**src/design/lnc_pkg.sv**
```systemverilog
package lnc_pkg;

	localparam int unsigned NAME_BYTES = 20;
	localparam int unsigned NAME_CHARS = 20;
	localparam int unsigned CAPACITY_DEF = 32;
	localparam int unsigned SIZE_W = 6;
	localparam int unsigned TOTAL_W = 32;
	localparam logic [TOTAL_W-1:0] COST_HIT = 32'd1;
	localparam logic [TOTAL_W-1:0] COST_MISS = 32'd5;

	// stored name, head in the low bits
	typedef struct packed {
		logic [31:0] tail;
		logic [63:0] middle;
		logic [63:0] head;
	} tag_t;

	// per-cell control from the sequencer
	typedef struct packed {
		logic cmp_en;
		logic shift_en;
		logic valid;
	} cell_ctrl_t;

	typedef enum logic [1:0] {
		ST_IDLE,
		ST_CMP,
		ST_UPD
	} state_t;

	// cut at the first zero byte, fold a..z to upper case
	function automatic tag_t fold_name(logic [63:0] h, logic [63:0] m, logic [31:0] t);
		logic [8*NAME_BYTES-1:0] raw;
		logic [8*NAME_BYTES-1:0] res;
		logic ended;
		logic [7:0] b;
		raw = {t, m, h};
		res = '0;
		ended = 1'b0;
		for (int k = 0; k < NAME_BYTES; k++) begin
			b = raw[8*k +: 8];
			if (k >= NAME_CHARS || ended) begin
				b = 8'h00;
			end
			if (b == 8'h00) begin
				ended = 1'b1;
			end
			if (b inside {[8'h61:8'h7a]}) begin
				b = b - 8'h20;
			end
			res[8*k +: 8] = b;
		end
		return tag_t'(res);
	endfunction

endpackage

```
**src/design/lnc_cell.sv**
```systemverilog
module lnc_cell
	import lnc_pkg::*;
(
	input  logic       clk,
	input  cell_ctrl_t ctrl,
	input  tag_t       key,
	input  tag_t       din,
	input  logic       found_in,
	output tag_t       tag,
	output logic       match,
	output logic       found_out
);

	tag_t tag_q;
	logic match_q;

	always_ff @(posedge clk) begin
		if (ctrl.cmp_en) begin
			match_q <= ctrl.valid && (tag_q == key);
		end
		if (ctrl.shift_en) begin
			tag_q <= din;
		end
	end

	// found travels down the row: set once this cell or any more recent cell matched
	assign found_out = found_in | match_q;
	assign match = match_q;
	assign tag = tag_q;

endmodule

```
**config.mk**
```make
export PLATFORM = sky130hd
export DESIGN_NAME = lnc_cell
export DESIGN_NICKNAME = d
export VERILOG_FILES = /design/src/design/lnc_pkg.sv /design/src/design/lnc_cell.sv
export SDC_FILE = /design/constraint.sdc
export NUM_CORES = 1
export LEC_CHECK = 0
export CORE_AREA = 2 2 191 193
export DETAILED_ROUTE_END_ITERATION = 6
export DIE_AREA = 0 0 193 195
export DONT_BUFFER_PORTS = 1
export PLACE_DENSITY_LB_ADDON = 0.08
export SLEW_MARGIN = 20
export SYNTH_ARGS = -nofsm -noshare
export SYNTH_HDL_FRONTEND = slang
export SYNTH_SLANG_ARGS = --single-unit
```
**constraint.sdc**
```tcl
create_clock -name clk -period 3.8 [get_ports clk]
set_clock_uncertainty 0.1 [all_clocks]
set_input_delay 0.38 -clock clk [delete_from_list [all_inputs] [get_ports clk]]
set_output_delay 0.38 -clock clk [all_outputs]
set_load 0.01 [all_outputs]
```
==> results.cfg <==
[power]
powerDensity_nw_per_um2 = 465
power_frac_comb = 0.096
p_int_mw = 3.33
switching_share = 0.261
leakage_nw = 3.43
total_power_mw = 4.51
power.share.clock = 0.386
seqPwrFrac = 0.518
p_switching_mw = 1.18
vdd_ir_drop_max_mv = 0.310

[setup_path]
crit_required_ns = 4.00
cp.arrival_ns = 3.10
r2r_start = tag[91]$_DFFE_PP_
cp-startpoint = tag[91]$_DFFE_PP_
cp_max_fo = 3
endpoint = match$_DFFE_PP_
reg2reg_depth = 6
crit_path_start_kind = flop
rr_endpoint = match$_DFFE_PP_
critPathCaptureType = flop
reg2reg_setup_slack_ns = 0.90
worstSetupPathType = flop to flop

[final_layout]
finish.utilization = 0.274
area_growth_pct = 41.8
design_area_um2 = 9690
multi_input_area_um2 = 1740
drive_above_1_share = 0.0598
fin_nets = 964
num-fill-cells = 3677
regArea_um2 = 4830

[clock_tree]
cts_setup_buffers = 0
worst_skew_pair.late_latency_ns = 0.44
clkTransAtPathRegs_ns = 0.07
cts-root-buf = clkbuf_16
numCtsBuffers = 17
cts_buffer_depth = 2
cts.sinks = 161
cts_tree = yes
cts_max_level = 4

[routing]
drc = 0
drt_wl_total_um = 28600
drtIter0Drc = 154
antenna_left = 0
vias = 4605
routedWlPerCell_um = 25.7
firstDrtPassIters = 4
viasPerCell = 4.13

[placed_design]
io_buffers = 0
place_area_um2 = 7420
hpwl_um = 23000
gp_congestion = 0.763

[sta]
fmax_ghz = 0.345
hold_viol = 0
fin_tns_setup_ns = 0
worst_pin_slew_ns = 0.962
period_minus_slack_ns = 2.90
rsz0062_at_grt = no
finalCritPeriodShare = 0.763
slew_violations = 0
finalSetupViolCount = 0
slew_headroom = 0.356

[yosys]
syn_nets = 779
async_reset_ff_frac = 0
ys_warn_count = 0
yosys_most_used_dff = edfxtp_1
synth_edf_count = 161
yosys_register_bits = 161
synth_cells = 454
synth.avg_cell_area_um2 = 15.1
ys_types = 32
ys_top_cells_by_count = edfxtp_1 (161), inv_1 (69), xor2_1 (48)
syn_area_um2 = 6840
synth_top_area_share = 0.707
synth_area_leaders = edfxtp_1 (71%), xor2_1 (6.1%), xnor2_1 (5.1%), inv_1 (3.8%), o22ai_1 (2.2%)
yosysTopAreaCell = edfxtp_1
synth.most_common_cell = edfxtp_1
synth_seq_area_share = 0.707

[outcome]
status = finished clean

[global_route]
grt_max_degree = 161
grt_pass1_vias = 5278
track_usage = 0.143
antenna_found_initial = 2
grt_overflow = 0
grt_first_pass_wirelength_um = 36600

[job]
cap_violations = 0

[floorplanning]
initial_core_util = 0.193
io_pins = 487
die_area_um2 = 37600
core_um2 = 35400
rows = 69
die_x_um = 193
fp.dieH_um = 195

[hold_path]
hold_path.class = input port to flop
how the worst min path moves through the flow:
stage / endpoint / slack (ns) / start / depth (start not counted)
6_report: tag[0]$_DFFE_PP_ / 0.18 / ctrl[1] / 1
5_1_grt: tag[106]$_DFFE_PP_ / 0.17 / ctrl[1] / 1
4_1_cts: tag[84]$_DFFE_PP_ / -0.07 / ctrl[1] / 0
3_5_place_dp: tag[20]$_DFFE_PP_ / 0.38 / din[20] / 0
3_3_place_gp: tag[124]$_DFFE_PP_ / 0.38 / din[124] / 0
2_1_floorplan: tag[0]$_DFFE_PP_ / 0.38 / din[0] / 0
cell usage in the layout, fill, tap and decap left out, types with 13 or more instances in the layout:
| cell | count |
|---|---|
| clkbuf_16 | 17 |
| o22ai_1 | 24 |
| inv_1 | 69 |
| nand4_1 | 16 |
| nor2b_1 | 13 |
| edfxtp_1 | 161 |
| nor4_1 | 19 |
| xor2_1 | 48 |
| dlygate4sd3_1 | 162 |
| xnor2_1 | 40 |
state kept, by name, summed over array words and instances, names as in the netlist:
signal,count
match,1
tag,160
power by group through the flow:
stage	clock network, mW	logic, mW	registers [mW]
2_1_floorplan	0	0.178	2.31
3_3_place_gp	0	0.258	2.39
3_5_place_dp	0	0.259	2.38
4_1_cts	1.81	0.401	2.34
5_1_grt	1.88	0.484	2.36
6_report	1.74	0.434	2.34
stage by stage:
| step | cells | hold slack, ns | worst slack, ns |
|---|---|---|---|
| 3_5_place_dp | 916 | 0.379 | 0.872 |
| 3_3_place_gp | 916 | 0.379 | 0.991 |
| 4_1_cts | 1109 | -0.0717 | 0.848 |
| 5_1_grt | 1114 | 0.166 | 0.674 |
| 2_1_floorplan | 454 | 0.379 | 1.96 |
| 6_report | 1114 | 0.182 | 0.902 |
cells by family after synthesis:
| family | synth area share |
|---|---|
| flip-flops | 0.707 |
| XOR/XNOR | 0.113 |
| AND/OR/NAND/NOR | 0.0642 |
| buffers and inverters | 0.0379 |
| AO/OA/AOI/OAI | 0.0780 |
layer usage:
metal	vias up	share of wire	global-route usage
met1	2178	0.34	0.133
met3	25	0.11	0.0672
met4	2	0.021	0.0547
met2	313	0.53	0.267
met5	-	0.00031	0
li1	2087	-	-
critical path, stage by stage (launching register included):
cell      delay, ns
edfxtp_1       0.45
nor2b_1        0.24
a2111o_1       0.36
nor3_1         0.41
nand4_1        0.34
nor4_1         0.56
and4_1         0.29
timing repair:
action	4_1_cts	5_1_grt
hold endpoints to repair	312	100
resized for setup	0	0
hold buffers	161	4
cell type report:
type / count / area share
multi-input combinational: 224 / 0.180
inverter: 69 / 0.0267
timing repair buffer: 166 / 0.175
tap: 461 / 0.0595
clock buffer: 17 / 0.0439
sequential: 161 / 0.499
antenna: 1 / 0.000258
clock inverter: 15 / 0.0160
(Power assumes the default switching activity.)
